[config.mk]
export PLATFORM = sky130hd
export DESIGN_NAME = checksummed_packet_deframer_flat
export DESIGN_NICKNAME = d
export VERILOG_FILES = /design/src/hw/rtl/cpd_pkg.sv /design/src/hw/rtl/cpd_if.sv /design/src/hw/rtl/cpd_parser.sv /design/src/hw/rtl/checksummed_packet_deframer.sv /design/src/flat_wrapper.sv
export SDC_FILE = /design/constraint.sdc
export NUM_CORES = 1
export LEC_CHECK = 0
export ABC_CLOCK_PERIOD_IN_PS = 2870
export BUFFER_PORTS_ARGS = -buffer_cell sky130_fd_sc_hd__buf_2
export CORE_UTILIZATION = 43
export DETAILED_ROUTE_END_ITERATION = 8
export SYNTH_ARGS = -nofsm -noshare
export SYNTH_HDL_FRONTEND = slang
export SYNTH_SLANG_ARGS = --single-unit
[constraint.sdc]
create_clock -name clk -period 2.87 [get_ports clk]
set_clock_uncertainty 0.2 [all_clocks]
set_input_delay 0.287 -clock clk [delete_from_list [all_inputs] [get_ports clk]]
set_output_delay 0.287 -clock clk [all_outputs]
set_load 0.1 [all_outputs]
[src/hw/rtl/cpd_pkg.sv]
package cpd_pkg;

  localparam logic [7:0] SYNC_BYTE  = 8'hAA;
  localparam logic [7:0] MIN_LENGTH = 8'd2;

  // result event codes
  typedef enum logic [1:0] {
    EV_PARAM = 2'd0,
    EV_OK    = 2'd1,
    EV_BAD   = 2'd2,
    EV_ERROR = 2'd3
  } event_t;

  // one result beat as produced by the parser
  typedef struct packed {
    logic       vld;
    event_t     ev;
    logic [7:0] data;
    logic [7:0] id;
    logic [7:0] ctrl;
    logic [7:0] idx;
    logic [7:0] cnt;
  } res_t;

endpackage

[src/hw/rtl/cpd_if.sv]
// received byte channel
interface cpd_byte_if;
  logic       valid;
  logic       ready;
  logic [7:0] rx_byte;

  modport source (output valid, output rx_byte, input ready);
  modport sink   (input valid, input rx_byte, output ready);
endinterface

// result channel
interface cpd_res_if;
  logic       valid;
  logic       ready;
  logic [1:0] event_res;
  logic [7:0] data_byte;
  logic [7:0] frame_id;
  logic [7:0] frame_ctrl;
  logic [7:0] param_index;
  logic [7:0] param_count;

  modport source (output valid, output event_res, output data_byte, output frame_id,
                  output frame_ctrl, output param_index, output param_count,
                  input ready);
  modport sink   (input valid, input event_res, input data_byte, input frame_id,
                  input frame_ctrl, input param_index, input param_count,
                  output ready);
endinterface

[src/hw/rtl/cpd_parser.sv]
module cpd_parser (
  input  logic          clk,
  input  logic          rst,
  input  logic          take,
  input  logic [7:0]    rx_byte,
  output cpd_pkg::res_t res
);
  import cpd_pkg::*;

  typedef enum logic [2:0] {
    PH_SYNC1 = 3'd0,
    PH_SYNC2 = 3'd1,
    PH_LEN   = 3'd2,
    PH_ID    = 3'd3,
    PH_CTRL  = 3'd4,
    PH_PARAM = 3'd5,
    PH_CHECK = 3'd6
  } phase_t;

  phase_t     phase;
  logic [7:0] running_sum;
  logic [7:0] param_count;
  logic [7:0] bytes_left;
  logic [7:0] held_id;
  logic [7:0] held_ctrl;
  logic [7:0] param_position;

  logic [7:0] sum_next;

  assign sum_next = running_sum + rx_byte;

  // result for the byte currently offered
  always_comb begin
    res      = '0;
    res.data = rx_byte;
    res.ev   = EV_ERROR;
    case (phase)
      PH_SYNC2: begin
        res.vld = (rx_byte != SYNC_BYTE);
      end
      PH_LEN: begin
        res.vld = (rx_byte < MIN_LENGTH);
      end
      PH_ID, PH_CTRL: begin
        res.vld = 1'b0;
      end
      PH_PARAM: begin
        res.vld  = 1'b1;
        res.ev   = EV_PARAM;
        res.id   = held_id;
        res.ctrl = held_ctrl;
        res.idx  = param_position;
        res.cnt  = param_count;
      end
      PH_CHECK: begin
        // byte matches 256 minus the sum exactly when the total wraps to zero
        res.vld  = 1'b1;
        res.ev   = (sum_next == 8'd0) ? EV_OK : EV_BAD;
        res.id   = held_id;
        res.ctrl = held_ctrl;
        res.cnt  = param_count;
      end
      default: begin
        res.vld = (rx_byte != SYNC_BYTE);
      end
    endcase
  end

  always_ff @(posedge clk) begin
    if (rst) begin
      phase          <= PH_SYNC1;
      running_sum    <= '0;
      param_count    <= '0;
      bytes_left     <= '0;
      held_id        <= '0;
      held_ctrl      <= '0;
      param_position <= '0;
    end else if (take) begin
      case (phase)
        PH_SYNC2: begin
          phase <= (rx_byte == SYNC_BYTE) ? PH_LEN : PH_SYNC1;
        end
        PH_LEN: begin
          param_count <= rx_byte - MIN_LENGTH;
          bytes_left  <= rx_byte - MIN_LENGTH;
          phase       <= (rx_byte < MIN_LENGTH) ? PH_SYNC1 : PH_ID;
        end
        PH_ID: begin
          held_id     <= rx_byte;
          running_sum <= rx_byte;
          phase       <= PH_CTRL;
        end
        PH_CTRL: begin
          held_ctrl      <= rx_byte;
          running_sum    <= sum_next;
          param_position <= '0;
          phase          <= (bytes_left == 8'd0) ? PH_CHECK : PH_PARAM;
        end
        PH_PARAM: begin
          running_sum    <= sum_next;
          param_position <= param_position + 8'd1;
          bytes_left     <= bytes_left - 8'd1;
          if (bytes_left == 8'd1) begin
            phase <= PH_CHECK;
          end
        end
        PH_CHECK: begin
          phase <= PH_SYNC1;
        end
        default: begin
          phase <= (rx_byte == SYNC_BYTE) ? PH_SYNC2 : PH_SYNC1;
        end
      endcase
    end
  end

endmodule

[src/hw/rtl/checksummed_packet_deframer.sv]
// Checksummed packet deframer. Takes one received byte per beat on rx and
// recognizes frames of the form 0xAA, 0xAA, length, id, control, (length - 2)
// parameter bytes, checksum, where the checksum is 256 minus the 8-bit sum of
// id, control and parameters. Each parameter byte produces a result beat on
// res carrying the frame's id, control, its index and the parameter count; the
// checksum byte produces a frame-ok or checksum-bad beat; a bad sync byte or a
// length below two produces an error beat (offending byte in data_byte) and a
// return to hunting. Sync, length, id and control bytes produce no beat.
// Throughput is one byte per clock: the parser state updates in the cycle a
// byte is accepted and its result lands in a single output register, so the
// result beat of an accepted byte appears in the cycle after it. rx stalls
// only while that output register holds a beat that res has not taken.
module checksummed_packet_deframer (
  input  logic           clk,
  input  logic           rst,
  cpd_byte_if.sink       rx,
  cpd_res_if.source      res
);
  import cpd_pkg::*;

  logic   take;
  res_t   parse_res;

  // output register
  logic       out_valid;
  event_t     out_ev;
  logic [7:0] out_data;
  logic [7:0] out_id;
  logic [7:0] out_ctrl;
  logic [7:0] out_idx;
  logic [7:0] out_cnt;

  // accept a byte whenever the output register is free or draining this cycle
  assign rx.ready = !out_valid || res.ready;
  assign take     = rx.valid && rx.ready;

  cpd_parser u_parser (
    .clk     (clk),
    .rst     (rst),
    .take    (take),
    .rx_byte (rx.rx_byte),
    .res     (parse_res)
  );

  // valid flag of the output register
  always_ff @(posedge clk) begin
    if (rst) begin
      out_valid <= 1'b0;
    end else if (take) begin
      out_valid <= parse_res.vld;
    end else if (res.ready) begin
      out_valid <= 1'b0;
    end
  end

  // payload loads only with an accepted byte, so a stalled beat holds
  always_ff @(posedge clk) begin
    if (take) begin
      out_ev   <= parse_res.ev;
      out_data <= parse_res.data;
      out_id   <= parse_res.id;
      out_ctrl <= parse_res.ctrl;
      out_idx  <= parse_res.idx;
      out_cnt  <= parse_res.cnt;
    end
  end

  assign res.valid       = out_valid;
  assign res.event_res   = out_ev;
  assign res.data_byte   = out_data;
  assign res.frame_id    = out_id;
  assign res.frame_ctrl  = out_ctrl;
  assign res.param_index = out_idx;
  assign res.param_count = out_cnt;

endmodule

[src/flat_wrapper.sv]
// flat-port wrapper written by rule: the top's interface ports become plain ports
module checksummed_packet_deframer_flat import cpd_pkg::*;
  (clk, rst, rx_valid, rx_rx_byte, rx_ready, res_valid, res_event_res, res_data_byte, res_frame_id, res_frame_ctrl, res_param_index, res_param_count, res_ready);
  cpd_byte_if rx_i ();
  cpd_res_if res_i ();
  input  logic clk;
  input  logic rst;
  input wire logic [$bits(rx_i.valid)-1:0] rx_valid;
  input wire logic [$bits(rx_i.rx_byte)-1:0] rx_rx_byte;
  output wire logic [$bits(rx_i.ready)-1:0] rx_ready;
  output wire logic [$bits(res_i.valid)-1:0] res_valid;
  output wire logic [$bits(res_i.event_res)-1:0] res_event_res;
  output wire logic [$bits(res_i.data_byte)-1:0] res_data_byte;
  output wire logic [$bits(res_i.frame_id)-1:0] res_frame_id;
  output wire logic [$bits(res_i.frame_ctrl)-1:0] res_frame_ctrl;
  output wire logic [$bits(res_i.param_index)-1:0] res_param_index;
  output wire logic [$bits(res_i.param_count)-1:0] res_param_count;
  input wire logic [$bits(res_i.ready)-1:0] res_ready;
  assign rx_i.valid = rx_valid;
  assign rx_i.rx_byte = rx_rx_byte;
  assign rx_ready = rx_i.ready;
  assign res_valid = res_i.valid;
  assign res_event_res = res_i.event_res;
  assign res_data_byte = res_i.data_byte;
  assign res_frame_id = res_i.frame_id;
  assign res_frame_ctrl = res_i.frame_ctrl;
  assign res_param_index = res_i.param_index;
  assign res_param_count = res_i.param_count;
  assign res_i.ready = res_ready;
  checksummed_packet_deframer u_core (.clk(clk), .rst(rst), .rx(rx_i), .res(res_i));
endmodule
==> qor.yml <==
fin_tns_setup_ns: 0
final_util_pct: 51.79
cts.reportedPaths.clkPinSlew_ns: 0.11
drcViolationCount: 0
finalWeightedCongestion: 0.8050
drive_above_1_share_pct: 20.63
cp-start-kind: "flip-flop"
first_iter_violations: 157
status: "completed"
die_area_um2: 10680
ir_drop_uv: 350.2
synthFlopType: "dfxtp_1"
wl_met2_um: 4591
cts_setup_buffers: 0
vias: 3417
synthArstFlopShare_pct: 0
postLayoutCellArea_um2: 5109
relSlewSlack_pct: 50.29
hold_buffers: 0
syn_area_um2: 4418
dp_hpwl_um: 7138
period_needed_ns: 2.593
fin_cells: 637
hold_viol_final: 0
p_leak_nw: 1.978
clkSinkCount: 94
synth_edf_count: 42
coreArea_um2: 9864
dr.pass1.iters: 4
synth_seq_area_share_pct: 52.11
drt_wl_total_um: 10050
dp.cells: 621
worst_pin_slew_ns: 0.7447
grt_pass1_wl_um: 16670
detail-route-antenna-nets: 0
first_global_vias: 3214
synth_largest_area_cell: "edfxtp_1"
finalCritPeriodShare_pct: 90.34
synth_top_area_share_pct: 28.55
nets: 523
h-tree-depth: 3
rows: 36
insertion_delay_ns: 0.36
fillers: 913
total_power_mw: 2.812
die_w_um: 103.4
placed_area_um2: 4913
synth_cell_types: 59
crit_path_max_fanout: 3
top_layer: "met4"
syn-num-nets: 463
final-setup-viol-count: 0
max_freq_mhz: 385.7
root_buffer: "clkbuf_8"
ios: 56
crit_arrival_ns: 2.52
antenna_found_initial: 0
drv_slew: 0
cts-buffers-inserted: 9
synth.area.top_cells: "edfxtp_1 (29%), dfxtp_1 (24%), nor2_1 (4.2%)"
tritoncts: "done"
wl_met3_um: 393
met1_length_um: 4969
critPathRequiredTime_ns: 2.79
yosysWarnings: 0
cts_buffer_depth: 2
rsz0062_at_grt: "no"
area_delta_synth_final_pct: 15.63
hp-class: "in -> reg"
path_class: "reg -> reg"
via_per_inst: 5.364
diodes: 0
gr-total-overflow: 0
dieHeight_um: 103.4
grt_max_degree: 29
grt.total_usage_pct: 20.79
synth_seq_cells: 94
setup.worst_path.end_class: "flip-flop"
cap_violations: 0
synthCells: 439
avgSynthCellArea_um2: 10.06
power_density_nw_per_um2: 550.5
cts_resized: 0
wl_per_cell_um: 15.78
start_util_pct: 44.79
port_buffers: 55
==> metrics by stage <==
step / setup WS [ns] / hold slack, ns
2_1_floorplan: 0.08945 / 0.1859
3_3_place_gp: 0.1661 / 0.2615
3_5_place_dp: 0.1306 / 0.2684
4_1_cts: 0.2752 / 0.06904
5_1_grt: 0.1572 / 0.06057
6_report: 0.2772 / 0.07306
==> flip-flops by register name, indices dropped and copies added, names as in the netlist, 3 cells and up <==
signal,cells
u_core.res.data_byte,8
u_core.res.frame_ctrl,8
u_core.res.frame_id,8
u_core.res.param_count,8
u_core.res.param_index,8
u_core.u_parser.bytes_left,8
u_core.u_parser.held_ctrl,8
u_core.u_parser.held_id,8
u_core.u_parser.param_count,8
u_core.u_parser.param_position,8
u_core.u_parser.running_sum,8
u_core.u_parser.phase,3
==> critical path, stage by stage (launching register included) <==
cell,delay (ns)
dfxtp_1,0.33
ha_1,0.20
fa_1,0.41
a211o_1,0.31
and3_1,0.20
o311ai_1,0.33
nor2_1,0.12
a31o_2,0.26
==> worst paths after layout <==
check / from / to / slack, ns / cells after the start
min reg2reg: u_core.u_parser.held_id[1]$_SDFFE_PP0P_ / u_core.u_parser.held_id[1]$_SDFFE_PP0P_ / 0.29 / 2
max reg2reg: u_core.u_parser.running_sum[0]$_SDFFE_PP0P_ / u_core.res.event_res[0]$_DFFE_PP_ / 0.28 / 7
max: u_core.u_parser.running_sum[0]$_SDFFE_PP0P_ / u_core.res.event_res[0]$_DFFE_PP_ / 0.28 / 7
min: rx_rx_byte[2] / u_core.res.data_byte[2]$_DFFE_PP_ / 0.07 / 1
==> cell type report <==
| cell class | count | area, um^2 | area share [%] |
|---|---|---|---|
| Inverter | 16 | 63.81 | 1.249 |
| Tap cell | 133 | 166.4 | 3.257 |
| Sequential cell | 94 | 2306 | 45.14 |
| Clock buffer | 10 | 137.6 | 2.694 |
| Timing Repair Buffer | 74 | 417.9 | 8.180 |
| Multi-Input combinational cell | 304 | 1959 | 38.35 |
| Clock inverter | 6 | 57.56 | 1.127 |
==> cells in the mapped netlist, types with 2 or more instances <==
master / n
nand2_1: 28
nor2b_1: 6
a21oi_1: 25
and3_1: 8
xnor2_1: 9
or2_2: 2
nor4_1: 5
ha_1: 11
o311ai_1: 3
or3_1: 3
a22oi_1: 2
nor3_1: 20
nand3_1: 6
a311oi_1: 7
buf_1: 2
a31oi_1: 2
o21ai_0: 6
xor2_1: 3
o2bb2ai_1: 2
edfxtp_1: 42
and4_1: 2
nor3b_1: 5
clkbuf_1: 15
a211oi_1: 9
dfxtp_1: 52
o21ai_1: 3
buf_2: 7
nand2b_1: 7
nor2_1: 50
and2_1: 27
o211ai_1: 2
inv_1: 15
nand3b_1: 2
nand4_1: 8
mux2i_1: 17
a211o_1: 2
or4_4: 2
==> where the power goes <==
part / internal, mW / switching (mW)
sequential: 1.44 / 0.0280
clock: 0.362 / 0.509
combinational: 0.100 / 0.371
total: 1.90 / 0.908
==> layout by cell type, fill, tap and decap left out, types with 3 or more instances in the layout <==
master    instances
nor2_1           50
nor2b_1           6
nor3_1           20
and3_1            8
or3_1             3
xnor2_1           9
mux2i_1          17
nand2_1          27
o311ai_1          3
nor4_1            5
a311oi_1          7
xor2_1            3
buf_2            55
ha_1             11
buf_4            19
inv_1            14
a21oi_1          25
o21ai_0           6
inv_6             3
clkbuf_8         10
a211oi_1          9
dfxtp_1          51
nor3b_1           5
and2_1           27
nand4_1           8
edfxtp_1         42
nand2b_1          7
nand3_1           6
==> routing by layer <==
| layer | GRT usage, % | vias to the layer above |
|---|---|---|
| met5 | 0 | - |
| met4 | 4.550 | 0 |
| met3 | 3.763 | 7 |
| met2 | 33.52 | 82 |
| met1 | 29.13 | 1621 |
| li1 | - | 1707 |
==> kinds of logic (layout without fill, tap and decap cells) <==
logic type,after synthesis,count (layout),share of synthesized area (%)
AND/OR/NAND/NOR,188,188,22.74
multiplexers,17,17,3.852
flip-flops,94,94,52.11
buffers and inverters,41,106,3.851
AO/OA/AOI/OAI,75,75,11.50
adder cells (fa/ha/maj),12,12,3.568
XOR/XNOR,12,12,2.379
Power figures use the tool's default switching activity.
